==> config.mk <==
export PLATFORM = sky130hd
export DESIGN_NAME = polygon_convexity_check_core
export DESIGN_NICKNAME = d
export VERILOG_FILES = /design/src/rtl/pcc_pkg.sv /design/src/rtl/pcc_datapath.sv /design/src/rtl/pcc_ctrl.sv /design/src/rtl/polygon_convexity_check_core.sv
export SDC_FILE = /design/constraint.sdc
export NUM_CORES = 2
export LEC_CHECK = 0
export BUFFER_PORTS_ARGS = -buffer_cell sky130_fd_sc_hd__buf_2
export CAP_MARGIN = 40
export CORE_ASPECT_RATIO = 1.1
export CORE_MARGIN = 5
export CORE_UTILIZATION = 45
export DETAILED_ROUTE_END_ITERATION = 8
export PLACE_DENSITY_LB_ADDON = 0.25
export SLEW_MARGIN = 20
export SYNTH_ARGS = -nofsm -noshare
export SYNTH_HDL_FRONTEND = slang
export SYNTH_HIERARCHICAL = 1
export SYNTH_SLANG_ARGS = --single-unit
export TNS_END_PERCENT = 5
==> constraint.sdc <==
create_clock -name clock -period 16.2 [get_ports clock]
set_input_delay 3.24 -clock clock [delete_from_list [all_inputs] [get_ports clock]]
set_output_delay 3.24 -clock clock [all_outputs]
set_load 0.01 [all_outputs]
==> src/rtl/pcc_pkg.sv <==
// shared types, constants and micro-op tables for the polygon convexity checker
// used by pcc_ctrl, pcc_datapath and polygon_convexity_check_core; no dependencies
package pcc_pkg;

   // arithmetic widths, all exact
   localparam int COORD_BITS   = 16;
   localparam int DIFF_BITS    = COORD_BITS + 1;
   localparam int NORM_BITS    = 2 * DIFF_BITS + 1;
   localparam int EDGE_BITS    = DIFF_BITS + NORM_BITS + 1;
   localparam int PROD_BITS    = EDGE_BITS + DIFF_BITS;
   localparam int ACC_BITS     = PROD_BITS + 2;

   // vertex bookkeeping
   localparam int MAX_VERTICES = 1024;
   localparam int COUNT_BITS   = $clog2(MAX_VERTICES + 1);
   localparam int SEEN_SAT     = 4;
   localparam int SEEN_BITS    = $clog2(SEEN_SAT + 1);

   // micro-op program lengths
   localparam int NORM_STEPS   = 6;
   localparam int TEST_STEPS   = 9;
   localparam int STEP_BITS    = $clog2(TEST_STEPS);

   // result status codes
   localparam logic STATUS_OK    = 1'b0;
   localparam logic STATUS_SHORT = 1'b1;

   typedef struct packed {
      logic signed [COORD_BITS-1:0] x;
      logic signed [COORD_BITS-1:0] y;
      logic signed [COORD_BITS-1:0] z;
   } vertex_type;

   typedef enum logic [3:0] {
      OPA_U0, OPA_U1, OPA_U2,
      OPA_N0, OPA_N1, OPA_N2,
      OPA_E0, OPA_E1, OPA_E2
   } a_sel_type;

   typedef enum logic [2:0] {
      OPB_U0, OPB_U1, OPB_U2,
      OPB_W0, OPB_W1, OPB_W2
   } b_sel_type;

   typedef enum logic [1:0] {
      ACC_NONE, ACC_LOAD, ACC_ADD, ACC_SUB
   } acc_mode_type;

   typedef enum logic [2:0] {
      DST_NONE, DST_N0, DST_N1, DST_N2,
      DST_E0, DST_E1, DST_E2, DST_SIGN
   } dest_type;

   typedef enum logic [1:0] {
      TRI_MAIN, TRI_WRAP1, TRI_WRAP2
   } triple_type;

   typedef enum logic [1:0] {
      RES_SHORT, RES_TRI, RES_FULL
   } result_type;

   typedef struct packed {
      a_sel_type    a_sel;
      b_sel_type    b_sel;
      acc_mode_type acc_mode;
      dest_type     dest;
   } mac_op_type;

   typedef struct packed {
      logic       capture;
      logic       load_diff;
      triple_type triple;
      logic       issue;
      mac_op_type op;
      logic       finish;
      logic       take_first0;
      logic       take_first1;
      logic       publish;
      result_type result;
   } cmd_type;

   function automatic mac_op_type mk_op(input a_sel_type a, input b_sel_type b,
                                        input acc_mode_type m, input dest_type d);
      mac_op_type op;
      op.a_sel    = a;
      op.b_sel    = b;
      op.acc_mode = m;
      op.dest     = d;
      return op;
   endfunction

   // normal = u x w, u = p1 - p0, w = p2 - p1
   function automatic mac_op_type norm_op(input logic [STEP_BITS-1:0] step);
      mac_op_type op;
      op = mk_op(OPA_U0, OPB_U0, ACC_NONE, DST_NONE);
      case (step)
         4'd0:    op = mk_op(OPA_U1, OPB_W2, ACC_LOAD, DST_NONE);
         4'd1:    op = mk_op(OPA_U2, OPB_W1, ACC_SUB,  DST_N0);
         4'd2:    op = mk_op(OPA_U2, OPB_W0, ACC_LOAD, DST_NONE);
         4'd3:    op = mk_op(OPA_U0, OPB_W2, ACC_SUB,  DST_N1);
         4'd4:    op = mk_op(OPA_U0, OPB_W1, ACC_LOAD, DST_NONE);
         4'd5:    op = mk_op(OPA_U1, OPB_W0, ACC_SUB,  DST_N2);
         default: op = mk_op(OPA_U0, OPB_U0, ACC_NONE, DST_NONE);
      endcase
      return op;
   endfunction

   // e = u x normal, then sign of e . w
   function automatic mac_op_type test_op(input logic [STEP_BITS-1:0] step);
      mac_op_type op;
      op = mk_op(OPA_U0, OPB_U0, ACC_NONE, DST_NONE);
      case (step)
         4'd0:    op = mk_op(OPA_N2, OPB_U1, ACC_LOAD, DST_NONE);
         4'd1:    op = mk_op(OPA_N1, OPB_U2, ACC_SUB,  DST_E0);
         4'd2:    op = mk_op(OPA_N0, OPB_U2, ACC_LOAD, DST_NONE);
         4'd3:    op = mk_op(OPA_N2, OPB_U0, ACC_SUB,  DST_E1);
         4'd4:    op = mk_op(OPA_N1, OPB_U0, ACC_LOAD, DST_NONE);
         4'd5:    op = mk_op(OPA_N0, OPB_U1, ACC_SUB,  DST_E2);
         4'd6:    op = mk_op(OPA_E0, OPB_W0, ACC_LOAD, DST_NONE);
         4'd7:    op = mk_op(OPA_E1, OPB_W1, ACC_ADD,  DST_NONE);
         4'd8:    op = mk_op(OPA_E2, OPB_W2, ACC_ADD,  DST_SIGN);
         default: op = mk_op(OPA_U0, OPB_U0, ACC_NONE, DST_NONE);
      endcase
      return op;
   endfunction

endpackage

==> src/rtl/pcc_datapath.sv <==
// datapath: vertex registers, edge differences, shared multiplier and accumulator
// depends on pcc_pkg; driven by command structs from pcc_ctrl
module pcc_datapath (
   input  logic                                clock,
   input  logic                                reset,
   input  logic signed [pcc_pkg::COORD_BITS-1:0] req_x_coord,
   input  logic signed [pcc_pkg::COORD_BITS-1:0] req_y_coord,
   input  logic signed [pcc_pkg::COORD_BITS-1:0] req_z_coord,
   input  pcc_pkg::cmd_type                    cmd,
   output logic                                rsp_is_convex_flag,
   output logic                                rsp_status,
   output logic [pcc_pkg::COUNT_BITS-1:0]      rsp_vertex_total
);

   pcc_pkg::vertex_type cur_ff, f0_ff, f1_ff, r0_ff, r1_ff;
   pcc_pkg::vertex_type a_pt, b_pt, c_pt;

   logic signed [pcc_pkg::DIFF_BITS-1:0] u_ff [3];
   logic signed [pcc_pkg::DIFF_BITS-1:0] w_ff [3];
   logic signed [pcc_pkg::DIFF_BITS-1:0] u_in [3];
   logic signed [pcc_pkg::DIFF_BITS-1:0] w_in [3];
   logic signed [pcc_pkg::NORM_BITS-1:0] n_ff [3];
   logic signed [pcc_pkg::EDGE_BITS-1:0] e_ff [3];

   logic signed [pcc_pkg::EDGE_BITS-1:0] a_mux;
   logic signed [pcc_pkg::DIFF_BITS-1:0] b_mux;
   logic signed [pcc_pkg::PROD_BITS-1:0] prod_in, prod_ff;
   logic signed [pcc_pkg::ACC_BITS-1:0]  prod_ext, acc_in, acc_ff;

   pcc_pkg::acc_mode_type acc_mode_ff;
   pcc_pkg::dest_type     dest_ff;

   logic                            convex_ff;
   logic [pcc_pkg::COUNT_BITS-1:0]  count_ff, count_in;
   logic                            flag_ff, status_ff;
   logic [pcc_pkg::COUNT_BITS-1:0]  total_ff;

   function automatic logic signed [pcc_pkg::DIFF_BITS-1:0] sub_coord(
      input logic signed [pcc_pkg::COORD_BITS-1:0] hi,
      input logic signed [pcc_pkg::COORD_BITS-1:0] lo);
      return {hi[pcc_pkg::COORD_BITS-1], hi} - {lo[pcc_pkg::COORD_BITS-1], lo};
   endfunction

   function automatic logic signed [pcc_pkg::EDGE_BITS-1:0] ext_diff(
      input logic signed [pcc_pkg::DIFF_BITS-1:0] v);
      return {{(pcc_pkg::EDGE_BITS-pcc_pkg::DIFF_BITS){v[pcc_pkg::DIFF_BITS-1]}}, v};
   endfunction

   function automatic logic signed [pcc_pkg::EDGE_BITS-1:0] ext_norm(
      input logic signed [pcc_pkg::NORM_BITS-1:0] v);
      return {{(pcc_pkg::EDGE_BITS-pcc_pkg::NORM_BITS){v[pcc_pkg::NORM_BITS-1]}}, v};
   endfunction

   // triple selection for the edge differences
   always_comb begin
      unique case (cmd.triple)
         pcc_pkg::TRI_WRAP1: begin
            a_pt = r0_ff;
            b_pt = r1_ff;
            c_pt = f0_ff;
         end
         pcc_pkg::TRI_WRAP2: begin
            a_pt = r1_ff;
            b_pt = f0_ff;
            c_pt = f1_ff;
         end
         default: begin
            a_pt = r0_ff;
            b_pt = r1_ff;
            c_pt = cur_ff;
         end
      endcase
   end

   always_comb begin
      u_in[0] = sub_coord(b_pt.x, a_pt.x);
      u_in[1] = sub_coord(b_pt.y, a_pt.y);
      u_in[2] = sub_coord(b_pt.z, a_pt.z);
      w_in[0] = sub_coord(c_pt.x, b_pt.x);
      w_in[1] = sub_coord(c_pt.y, b_pt.y);
      w_in[2] = sub_coord(c_pt.z, b_pt.z);
   end

   // multiplier operands
   always_comb begin
      unique case (cmd.op.a_sel)
         pcc_pkg::OPA_U1: a_mux = ext_diff(u_ff[1]);
         pcc_pkg::OPA_U2: a_mux = ext_diff(u_ff[2]);
         pcc_pkg::OPA_N0: a_mux = ext_norm(n_ff[0]);
         pcc_pkg::OPA_N1: a_mux = ext_norm(n_ff[1]);
         pcc_pkg::OPA_N2: a_mux = ext_norm(n_ff[2]);
         pcc_pkg::OPA_E0: a_mux = e_ff[0];
         pcc_pkg::OPA_E1: a_mux = e_ff[1];
         pcc_pkg::OPA_E2: a_mux = e_ff[2];
         default:         a_mux = ext_diff(u_ff[0]);
      endcase
      unique case (cmd.op.b_sel)
         pcc_pkg::OPB_U1: b_mux = u_ff[1];
         pcc_pkg::OPB_U2: b_mux = u_ff[2];
         pcc_pkg::OPB_W0: b_mux = w_ff[0];
         pcc_pkg::OPB_W1: b_mux = w_ff[1];
         pcc_pkg::OPB_W2: b_mux = w_ff[2];
         default:         b_mux = u_ff[0];
      endcase
   end

   assign prod_in  = a_mux * b_mux;
   assign prod_ext = {{(pcc_pkg::ACC_BITS-pcc_pkg::PROD_BITS){prod_ff[pcc_pkg::PROD_BITS-1]}},
                      prod_ff};

   always_comb begin
      unique case (acc_mode_ff)
         pcc_pkg::ACC_LOAD: acc_in = prod_ext;
         pcc_pkg::ACC_ADD:  acc_in = acc_ff + prod_ext;
         pcc_pkg::ACC_SUB:  acc_in = acc_ff - prod_ext;
         default:           acc_in = acc_ff;
      endcase
   end

   assign count_in = (count_ff == pcc_pkg::COUNT_BITS'(pcc_pkg::MAX_VERTICES)) ?
                     count_ff : count_ff + pcc_pkg::COUNT_BITS'(1);

   // payload registers
   always_ff @(posedge clock) begin
      if (cmd.capture) begin
         cur_ff.x <= req_x_coord;
         cur_ff.y <= req_y_coord;
         cur_ff.z <= req_z_coord;
      end
      if (cmd.finish) begin
         r0_ff <= r1_ff;
         r1_ff <= cur_ff;
         if (cmd.take_first0) f0_ff <= cur_ff;
         if (cmd.take_first1) f1_ff <= cur_ff;
      end
      if (cmd.load_diff) begin
         for (int k = 0; k < 3; k++) begin
            u_ff[k] <= u_in[k];
            w_ff[k] <= w_in[k];
         end
      end
      if (cmd.issue) begin
         prod_ff <= prod_in;
         dest_ff <= cmd.op.dest;
      end
      if (acc_mode_ff != pcc_pkg::ACC_NONE) begin
         acc_ff <= acc_in;
         case (dest_ff)
            pcc_pkg::DST_N0: n_ff[0] <= acc_in[pcc_pkg::NORM_BITS-1:0];
            pcc_pkg::DST_N1: n_ff[1] <= acc_in[pcc_pkg::NORM_BITS-1:0];
            pcc_pkg::DST_N2: n_ff[2] <= acc_in[pcc_pkg::NORM_BITS-1:0];
            pcc_pkg::DST_E0: e_ff[0] <= acc_in[pcc_pkg::EDGE_BITS-1:0];
            pcc_pkg::DST_E1: e_ff[1] <= acc_in[pcc_pkg::EDGE_BITS-1:0];
            pcc_pkg::DST_E2: e_ff[2] <= acc_in[pcc_pkg::EDGE_BITS-1:0];
            default: ;
         endcase
      end
      if (cmd.publish) begin
         flag_ff   <= (cmd.result == pcc_pkg::RES_FULL) ? convex_ff :
                      (cmd.result == pcc_pkg::RES_TRI);
         status_ff <= (cmd.result == pcc_pkg::RES_SHORT) ? pcc_pkg::STATUS_SHORT :
                      pcc_pkg::STATUS_OK;
         total_ff  <= count_ff;
      end
   end

   // control registers
   always_ff @(posedge clock) begin
      if (reset) begin
         acc_mode_ff <= pcc_pkg::ACC_NONE;
         convex_ff   <= 1'b1;
         count_ff    <= '0;
      end else begin
         acc_mode_ff <= cmd.issue ? cmd.op.acc_mode : pcc_pkg::ACC_NONE;
         if (cmd.publish) begin
            convex_ff <= 1'b1;
            count_ff  <= '0;
         end else begin
            // a test value of zero or above breaks convexity
            if (acc_mode_ff != pcc_pkg::ACC_NONE && dest_ff == pcc_pkg::DST_SIGN &&
                !acc_in[pcc_pkg::ACC_BITS-1])
               convex_ff <= 1'b0;
            if (cmd.finish) count_ff <= count_in;
         end
      end
   end

   assign rsp_is_convex_flag = flag_ff;
   assign rsp_status         = status_ff;
   assign rsp_vertex_total   = total_ff;

`ifndef SYNTHESIS
   a_count_range: assert property (@(posedge clock) disable iff (reset)
      count_ff <= pcc_pkg::COUNT_BITS'(pcc_pkg::MAX_VERTICES))
      else $error("vertex count beyond maximum");
   a_publish_clears: assert property (@(posedge clock) disable iff (reset)
      cmd.publish |=> (convex_ff && count_ff == '0))
      else $error("polygon state not cleared after result");
   a_no_overlap: assert property (@(posedge clock) disable iff (reset)
      cmd.issue |-> !cmd.load_diff && !cmd.finish)
      else $error("multiply issued during vertex update");
`endif

endmodule

==> src/rtl/pcc_ctrl.sv <==
// controller: per-vertex sequencing of difference load, normal and test programs
// depends on pcc_pkg; drives pcc_datapath through cmd_type
module pcc_ctrl (
   input  logic             clock,
   input  logic             reset,
   input  logic             req_valid,
   input  logic             req_last_vertex,
   output logic             req_ready,
   output logic             rsp_valid,
   input  logic             rsp_ready,
   output pcc_pkg::cmd_type cmd
);

   typedef enum logic [7:0] {
      S_IDLE   = 8'b0000_0001,
      S_DIFF   = 8'b0000_0010,
      S_NORM   = 8'b0000_0100,
      S_NWAIT  = 8'b0000_1000,
      S_TEST   = 8'b0001_0000,
      S_DRAIN  = 8'b0010_0000,
      S_FINISH = 8'b0100_0000,
      S_RESULT = 8'b1000_0000
   } state_type;

   state_type                      state_ff, state_in;
   logic [pcc_pkg::SEEN_BITS-1:0]  seen_ff, seen_in, seen_next;
   logic [pcc_pkg::STEP_BITS-1:0]  step_ff, step_in;
   logic                           last_ff, last_in;
   pcc_pkg::triple_type            pass_ff, pass_in;
   pcc_pkg::result_type            result_ff, result_in;
   logic                           out_full_ff, out_full_in;

   assign seen_next = (seen_ff == pcc_pkg::SEEN_BITS'(pcc_pkg::SEEN_SAT)) ?
                      seen_ff : seen_ff + pcc_pkg::SEEN_BITS'(1);

   always_comb begin
      state_in        = state_ff;
      seen_in         = seen_ff;
      step_in         = step_ff;
      last_in         = last_ff;
      pass_in         = pass_ff;
      result_in       = result_ff;
      cmd             = '0;
      cmd.triple      = pass_ff;
      cmd.op          = pcc_pkg::test_op(step_ff);
      cmd.result      = result_ff;
      unique case (state_ff)
         S_IDLE: begin
            if (req_valid) begin
               cmd.capture = 1'b1;
               last_in     = req_last_vertex;
               pass_in     = pcc_pkg::TRI_MAIN;
               state_in    = (seen_ff >= pcc_pkg::SEEN_BITS'(2)) ? S_DIFF : S_FINISH;
            end
         end
         S_DIFF: begin
            cmd.load_diff = 1'b1;
            step_in       = '0;
            state_in      = (pass_ff == pcc_pkg::TRI_MAIN &&
                             seen_ff == pcc_pkg::SEEN_BITS'(2)) ? S_NORM : S_TEST;
         end
         S_NORM: begin
            cmd.issue = 1'b1;
            cmd.op    = pcc_pkg::norm_op(step_ff);
            if (step_ff == pcc_pkg::STEP_BITS'(pcc_pkg::NORM_STEPS - 1)) begin
               state_in = S_NWAIT;
            end else begin
               step_in = step_ff + pcc_pkg::STEP_BITS'(1);
            end
         end
         S_NWAIT: begin
            step_in  = '0;
            state_in = S_TEST;
         end
         S_TEST: begin
            cmd.issue = 1'b1;
            if (step_ff == pcc_pkg::STEP_BITS'(pcc_pkg::TEST_STEPS - 1)) begin
               state_in = S_DRAIN;
            end else begin
               step_in = step_ff + pcc_pkg::STEP_BITS'(1);
            end
         end
         S_DRAIN: begin
            unique case (pass_ff)
               pcc_pkg::TRI_WRAP1: begin
                  pass_in  = pcc_pkg::TRI_WRAP2;
                  state_in = S_DIFF;
               end
               pcc_pkg::TRI_WRAP2: begin
                  // last sign lands in the convex flag at this edge
                  result_in = pcc_pkg::RES_FULL;
                  state_in  = S_RESULT;
               end
               default: state_in = S_FINISH;
            endcase
         end
         S_FINISH: begin
            cmd.finish      = 1'b1;
            cmd.take_first0 = (seen_ff == '0);
            cmd.take_first1 = (seen_ff == pcc_pkg::SEEN_BITS'(1));
            seen_in         = seen_next;
            if (!last_ff) begin
               state_in = S_IDLE;
            end else if (seen_next == pcc_pkg::SEEN_BITS'(pcc_pkg::SEEN_SAT)) begin
               pass_in  = pcc_pkg::TRI_WRAP1;
               state_in = S_DIFF;
            end else begin
               result_in = (seen_next == pcc_pkg::SEEN_BITS'(3)) ?
                           pcc_pkg::RES_TRI : pcc_pkg::RES_SHORT;
               state_in  = S_RESULT;
            end
         end
         S_RESULT: begin
            // publish once the output register is free or being emptied
            if (!out_full_ff || rsp_ready) begin
               cmd.publish = 1'b1;
               seen_in     = '0;
               state_in    = S_IDLE;
            end
         end
         default: state_in = S_IDLE;
      endcase
   end

   assign out_full_in = cmd.publish ? 1'b1 : (rsp_ready ? 1'b0 : out_full_ff);

   always_ff @(posedge clock) begin
      if (reset) begin
         state_ff    <= S_IDLE;
         seen_ff     <= '0;
         step_ff     <= '0;
         last_ff     <= 1'b0;
         pass_ff     <= pcc_pkg::TRI_MAIN;
         result_ff   <= pcc_pkg::RES_SHORT;
         out_full_ff <= 1'b0;
      end else begin
         state_ff    <= state_in;
         seen_ff     <= seen_in;
         step_ff     <= step_in;
         last_ff     <= last_in;
         pass_ff     <= pass_in;
         result_ff   <= result_in;
         out_full_ff <= out_full_in;
      end
   end

   assign req_ready = (state_ff == S_IDLE);
   assign rsp_valid = out_full_ff;

`ifndef SYNTHESIS
   a_rsp_hold: assert property (@(posedge clock) disable iff (reset)
      (rsp_valid && !rsp_ready) |=> rsp_valid)
      else $error("result withdrawn before transaction");
   a_no_overwrite: assert property (@(posedge clock) disable iff (reset)
      cmd.publish |-> (!rsp_valid || rsp_ready))
      else $error("result published over a pending one");
   a_publish_rsp: assert property (@(posedge clock) disable iff (reset)
      cmd.publish |=> rsp_valid)
      else $error("result not presented after publish");
   a_publish_clear: assert property (@(posedge clock) disable iff (reset)
      cmd.publish |=> (req_ready && seen_ff == '0))
      else $error("position not cleared after publish");
   a_seen_range: assert property (@(posedge clock) disable iff (reset)
      seen_ff <= pcc_pkg::SEEN_BITS'(pcc_pkg::SEEN_SAT))
      else $error("vertex position out of range");
`endif

endmodule

==> src/rtl/polygon_convexity_check_core.sv <==
// polygon convexity checker: one vertex per input transaction, one result per polygon
// per vertex: vertices 0 and 1 are stored; vertex 2 and later run a 9-product triple
// test, vertex 2 a 6-product normal first, on one shared 53x17 multiplier; no overlap
// end of polygon: the result is staged, after two wrap tests at 4+ vertices;
// the next polygon streams in while a result waits, until its own result is due
// reset (synchronous, active high) empties the polygon state and the result register
module polygon_convexity_check_core (
   input  logic                                  clock,
   input  logic                                  reset,
   // vertex input
   input  logic                                  req_valid,
   output logic                                  req_ready,
   input  logic signed [pcc_pkg::COORD_BITS-1:0] req_x_coord,
   input  logic signed [pcc_pkg::COORD_BITS-1:0] req_y_coord,
   input  logic signed [pcc_pkg::COORD_BITS-1:0] req_z_coord,
   input  logic                                  req_last_vertex,
   // polygon result
   output logic                                  rsp_valid,
   input  logic                                  rsp_ready,
   output logic                                  rsp_is_convex_flag,
   output logic                                  rsp_status,
   output logic [pcc_pkg::COUNT_BITS-1:0]        rsp_vertex_total
);

   // command bundle from sequencer to datapath
   pcc_pkg::cmd_type cmd;

   // sequencer: vertex position, program steps, result transaction
   pcc_ctrl u_ctrl (
      .clock           (clock),
      .reset           (reset),
      .req_valid       (req_valid),
      .req_last_vertex (req_last_vertex),
      .req_ready       (req_ready),
      .rsp_valid       (rsp_valid),
      .rsp_ready       (rsp_ready),
      .cmd             (cmd)
   );

   // datapath: stored vertices, normal, edge products and result fields
   pcc_datapath u_datapath (
      .clock              (clock),
      .reset              (reset),
      .req_x_coord        (req_x_coord),
      .req_y_coord        (req_y_coord),
      .req_z_coord        (req_z_coord),
      .cmd                (cmd),
      .rsp_is_convex_flag (rsp_is_convex_flag),
      .rsp_status         (rsp_status),
      .rsp_vertex_total   (rsp_vertex_total)
   );

endmodule

### Word-level counts from Yosys, hierarchy flattened

Memories as Yosys holds them, arrays and structs flattened. A register that Yosys moved wholly into a read port is not among the register bits.
Index checks and enable logic that the tools add are counted.

* bits of input ports: 53
* memory bits (writable): 366
* memories kept: 5
* output and inout port bits: 15
* bits in read-only memories: 192
* logic and storage cells: 224
* flip-flop bits (word level): 433

Memories
* (no name shown): depth 16, bits a word 12, read ports 1, clocked after memory_dff 1, wr ports 0, line pcc_pkg.sv:112 `case (step)`
* u_datapath.e_ff: depth 3, bits a word 53, read ports 3, clocked after memory_dff 0, wr ports 1, line pcc_datapath.sv:23 `logic signed [pcc_pkg::EDGE_BITS-1:0] e_ff [3];`
* u_datapath.n_ff: depth 3, bits a word 35, read ports 3, clocked after memory_dff 0, wr ports 1, line pcc_datapath.sv:22 `logic signed [pcc_pkg::NORM_BITS-1:0] n_ff [3];`
* u_datapath.u_ff: depth 3, bits a word 17, read ports 3, clocked after memory_dff 0, wr ports 3, line pcc_datapath.sv:18 `logic signed [pcc_pkg::DIFF_BITS-1:0] u_ff [3];`
* u_datapath.w_ff: depth 3, bits a word 17, read ports 3, clocked after memory_dff 0, wr ports 3, line pcc_datapath.sv:19 `logic signed [pcc_pkg::DIFF_BITS-1:0] w_ff [3];`

* eq/ne operators: 58
* reduce and logical (&&, ||, !) cells: 35
* $mul: 1
* bitwise logic cells: 2
* muxes and demuxes: 79
* add/subtract/negate cells: 11
* order comparisons: 1

Operator list (number)
* $pmux 53 s8: 1
* $pmux 72 s3: 1
* $mux 53: 2
* $reduce_or 53->1: 2
* $sub 16x16->17: 6
* $mux 48: 2
* $pmux 48 s2: 1
* $pmux 17 s5: 1
* $add 72x70->72: 1
* $sub 72x70->72: 1
* $mul 53x17->70: 1
* $mux 35: 2
* $reduce_or 35->1: 2
* $pmux 8 s8: 1
* $pmux 10 s6: 1
* $mux 8: 6
* $mux 1: 35
* $eq 3x3->1 const B: 8
* $eq 4x3->1 const B: 6
* $mux 2: 11
* $eq 3x2->1 const B: 6
* $eq 4x2->1 const B: 4
* $mux 4: 4
* $pmux 8 s2: 1
* 42 further kinds: 81

### Logic depth before layout (Yosys ltp)

* depth in word-level cells: 7
* depth in mapped cells: 41
* mapped depth without buffers: 38

### Modules after synthesis

Netlist, hierarchy kept.

By module, submodules not included
* pcc_datapath: area an instance 68876.1 µm², times used 1, cells an instance 6721, seq. area each 23222.3 µm²
* pcc_ctrl: area an instance 2139.6 µm², times used 1, cells an instance 251, seq. area each 660.6 µm²

### Worst setup path after synthesis

OpenSTA, ideal clock, no wires.

* kind: register to register
* start point: register u_ctrl.state_ff[0]
* end point: register u_datapath/prod_ff[66] (netlist bit) (data pin)
* period minus slack after synthesis: 9.962 ns
* buffers on the path: 6
* library setup time: 0.260 ns
* path slack: 6.238 ns
* data arrival time: 9.702 ns
* stages on the path, launching flop included: 37
* data required time: 15.940 ns
* cells stage by stage: dfxtp_1 > or4_4 > or3_1 > clkbuf_1 > clkbuf_1 > o21ai_0 > nand2b_1 > nor3_1 > a221oi_1 > and2_0 > buf_2 > buf_2 > buf_1 > a21oi_1 > nand2_1 > fa_1 > inv_1 > fa_1 > inv_1 > fa_1 > inv_1 > fa_1 > fa_1 > inv_1 > fa_1 > inv_1 > ha_1 > clkbuf_1 > and3_1 > nand2_1 > nor3_1 > o311ai_1 > o311ai_1 > o21ai_1 > o311a_1 > o31a_1 > xnor2_1

RTL lines
* from (decl): line pcc_ctrl.sv:25 `state_type state_ff, state_in;`
* from (signal assigned): line pcc_ctrl.sv:137 `state_ff <= state_in;`
* to (signal assigned): line pcc_datapath.sv:143 `prod_ff <= prod_in;`
* to (decl): line pcc_datapath.sv:27 `logic signed [pcc_pkg::PROD_BITS-1:0] prod_in, prod_ff;`

==> results.txt <==
----------------------------------------------------
[Clock network]
  Total CTS buffers ... 89
  Cts repair resizes ... 0
  Clock-pin slew of the registers on the worst-case setup and hold paths ... 0.06 ns
  Count of buffers added by post-CTS timing repair for setup ... 0
  CTS sink cnt ... 811
  Clock tree from TritonCTS ... done
  Number of buffers on the longest clock path ... 3
  Clock Tree Root ... sky130_fd_sc_hd__clkbuf_16
  Hold buffers post-CTS ... 0
  Worst skew pair latency ... 0.69 ns
  CTS HTree Levels ... 3

[Timing]
  Number of max-slew violations in the final report ... 0
  Count of final hold-check violations ... 0
  RSZ-0062 raised after global routing ... no
  Fraction of the cycle the final worst path needs ... 0.704
  Setup slack of the critical path after layout ... 4.79 ns
  Final TNS setup ... 0 ns
  Worst hold margin ... 0.471 ns
  Final period demand of the worst path ... 11.41 ns
  Setup violators final ... 0
  Peak Freq ... 87.7 MHz
  Transition time of the tightest slew-check pin ... 0.990 ns
  Clock Skew ... 0.0641 ns
  Worst max-slew margin expressed relative to the limit ... 0.340

[Min path]
  Origin of the worst min-delay path ... u_datapath/r1_ff[18]$_DFFE_PP_
  Worst hold path endpoint ... u_datapath/r0_ff[18]$_DFFE_PP_
  Tightest Hold Check Type ... flip-flop to flip-flop
  Cell depth of the worst hold path ... 0

[Setup path]
  Critical path fanouts, max ... 37
  Top Family by Delay on Critical Path ... adder cells
  Buf+Inv Stages, Crit Path ... 7
  Data arrival at the endpoint of the critical path ... 11.83 ns
  Most frequent CP cell ... sky130_fd_sc_hd__fa_1
  Required time worst endpoint ... 16.63 ns
  Slowest stage cell, crit path ... sky130_fd_sc_hd__or4_4
  Delay of the slowest cell on the worst path ... 0.60 ns
  Start of the worst register-to-register path ... u_ctrl/state_ff[0]$_SDFFE_PP1P_
  Type of the worst setup path ... flip-flop to flip-flop
  Depth of the worst register-to-register path ... 33
  Crit start category ... flip-flop
  Worst-case register-to-register setup slack ... 4.79 ns
  Kind of end point of the critical path ... flip-flop
  Worst reg2reg path endpoint ... u_datapath/prod_ff[66]$_DFFE_PP_

[Yosys]
  Sequential share of the synthesized area ... 0.336
  Largest area contributor in the netlist ... sky130_fd_sc_hd__edfxtp_1
  Count leader, synth ... sky130_fd_sc_hd__inv_1
  Simple-gate share of the synthesized area ... 0.122
  Xor-xnor portion of the synthesized cell area ... 0.0346
  Largest family of logic cells by synthesized area ... adder cells
  Most used DFF post-synth ... sky130_fd_sc_hd__edfxtp_1
  Post-synthesis adder-cell area fraction ... 0.298
  Total number of yosys warnings ... 6
  Net Count, Synth ... 8212
  Area fraction of the dominant cell type after synthesis ... 0.323
  Cells after Synth ... 6972
  Fraction of synthesis flops using an asynchronous set or reset pin ... 0
  #FFs+latches synth ... 811
  Mux cell area share after synthesis ... 0.0233
  Count of distinct cell types in the synthesized netlist ... 107
  Cell area after technology mapping ... 71000 um2
  Synth top area cells ... sky130_fd_sc_hd__edfxtp_1 (32%), sky130_fd_sc_hd__fa_1 (24%), sky130_fd_sc_hd__ha_1 (6.1%), sky130_fd_sc_hd__inv_1 (5.7%), sky130_fd_sc_hd__nand2_1 (4.2%)
  Leading post-synthesis cells by instance count ... sky130_fd_sc_hd__inv_1 (1071), sky130_fd_sc_hd__fa_1 (843), sky130_fd_sc_hd__nand2_1 (786)
  Compound-Gate Fraction of Synth Area ... 0.112
  Avg Synthesized Cell Area ... 10.2 um2
  Number of enable flip-flop cells after synthesis ... 764

[GRT]
  Number of global-route vias before repair ... 54.2k
  Overall Global Routing Usage ... 0.251
  Wire length of the first global-routing pass ... 321000 um
  Maximum number of pins on one net before global-route repair ... 73
  Number of antenna violations at the first check in global routing ... 1
  Gr ovfl total ... 0

[Floorplanning]
  Area of the die ... 166000 um2
  Initial Utilization ... 0.451
  Area of the core region ... 158000 um2
  Die height ... 427 um
  Number of primary I/O pins ... 68
  Number of placement rows ... 153
  Horizontal die dimension ... 389 um

[Place]
  RD Place Congestion ... 0.950
  Cell count after placement ... 8941
  Pre-CTS worst setup slack ... 4.91 ns
  Number of buffers added on ports ... 67
  HPWL reported at the end of detailed placement ... 160000 um

[Layout]
  Net count, final ... 8190
  Post-route non-filler standard cell count ... 9115
  Core Util, Final ... 0.490
  Layout fillers ... 14.4k
  Ratio of cells with drive above 1 in the final layout ... 0.0686
  Area grow syn2layout ... 8.61%

[Detailed routing]
  Violation count after the first detailed-routing iteration ... 3759
  Vias per cell ... 5.66
  Count of TritonRoute iterations in the first routing pass ... 9
  Average wire length per cell after detail routing ... 22.9 um
  Detailed Route WL ... 209000 um
  Post-route antenna net violation count ... 0
  Via count of the routed design ... 51.6k
  Detailed-route DRC error count ... 0

[Power]
  Static leakage power ... 32.3 nW
  Power per standard cell area ... 63.6 nW/um2
  IR Drop Worst-Case VDD ... 87.9 uV

[Status]
  Outcome ... finished, final reports clean

[Flow run]
  Count of max-cap constraint violations ... 0

----------------------------------------------------
-- power breakdown --
part	internal (mW)	total (mW)	switching [mW]
Sequential	2.37	2.41	0.0350
Combinational	0.180	0.452	0.272
Clock	1.18	2.05	0.867
Total	3.73	4.90	1.17
-- routing by layer --
metal,GRT usage,share of wire
met4,0.151,0.073
met1,0.297,0.38
met2,0.438,0.50
met5,0,0.000062
met3,0.0306,0.053
-- per-stage QoR --
| step | total power [mW] | cell area [um2] |
|---|---|---|
| detailed placement | 2.90 | 74000 |
| floorplan | 2.77 | 71000 |
| global route | 5.11 | 77100 |
| global placement | 2.89 | 73700 |
| finish | 4.90 | 77100 |
| CTS | 4.96 | 77000 |
-- area by class of cell --
cell class | count | area, um2 | share of cell area
inverter | 1074 | 4040 | 0.0524
antenna | 1 | 2.50 | 0.0000324
clock buffer | 108 | 2390 | 0.0310
sequential | 811 | 23900 | 0.310
timing repair buffer | 195 | 1340 | 0.0174
multi-input combinational | 4779 | 42300 | 0.548
clock inverter | 55 | 588 | 0.00762
tap | 2092 | 2620 | 0.0339
-- state kept, by name, summed over array words and instances (netlist names), 4 cells and up, named ones only --
name and flops:
u_datapath/e_ff 159, u_datapath/n_ff 105, u_datapath/acc_ff 72, u_datapath/prod_ff 70, u_datapath/u_ff 51, u_datapath/w_ff 51
u_datapath/cur_ff 48, u_datapath/f0_ff 48, u_datapath/f1_ff 48, u_datapath/r0_ff 48, u_datapath/r1_ff 48, u_datapath/count_ff 11
u_datapath/rsp_vertex_total 11, u_ctrl/state_ff 8, u_ctrl/step_ff 4
-- worst max-delay path by stage --
stage          slack (ns)  cells after the start                          endpoint                             from
6_report             4.79                     33  u_datapath/prod_ff[66]$_DFFE_PP_  u_ctrl/state_ff[0]$_SDFFE_PP1P_
5_1_grt              4.37                     35  u_datapath/prod_ff[66]$_DFFE_PP_  u_ctrl/state_ff[0]$_SDFFE_PP1P_
4_1_cts              4.90                     33  u_datapath/prod_ff[66]$_DFFE_PP_  u_ctrl/state_ff[0]$_SDFFE_PP1P_
3_5_place_dp         4.91                     35  u_datapath/prod_ff[66]$_DFFE_PP_  u_ctrl/state_ff[0]$_SDFFE_PP1P_
3_3_place_gp         4.73                     33  u_datapath/prod_ff[67]$_DFFE_PP_  u_ctrl/state_ff[0]$_SDFFE_PP1P_
2_1_floorplan        6.24                     36  u_datapath/prod_ff[66]$_DFFE_PP_  u_ctrl/state_ff[0]$_SDFFE_PP1P_
-- placed cells by master (no fill, tap or decap), drive strengths merged, types with 14 or more instances in the layout --
master	count
a211oi	36
a21boi	27
a21o	86
a21oi	309
a221oi	14
a222oi	72
a22oi	88
a31o	19
a31oi	43
and2	56
and3	33
buf	195
clkbuf	108
clkinv	32
dfxtp	47
edfxtp	764
fa	843
ha	344
inv	1086
mux2i	155
nand2	787
nand2b	50
nand3	71
nand4	43
nor2	663
nor2b	60
nor3	73
nor4	22
o211ai	15
o21a	31
o21ai	269
o21bai	36
o22a	15
o22ai	15
o31ai	20
or2	19
or3	24
xnor2	175
xor2	103
-- kinds of logic (layout without fill, tap and decap cells) --
logic type                 after synthesis  count (layout)
muxes                                  164             164
DFF                                    811             811
other                                    0               1
xor gates and xnor gates               278             278
AOI/OAI and AO/OA                     1202            1202
buffers and inverters                 1382            1432
adders and majority gates             1187            1187
and+or+nand+nor                       1948            1948
Note: power is estimated with default switching activity, not from simulation.
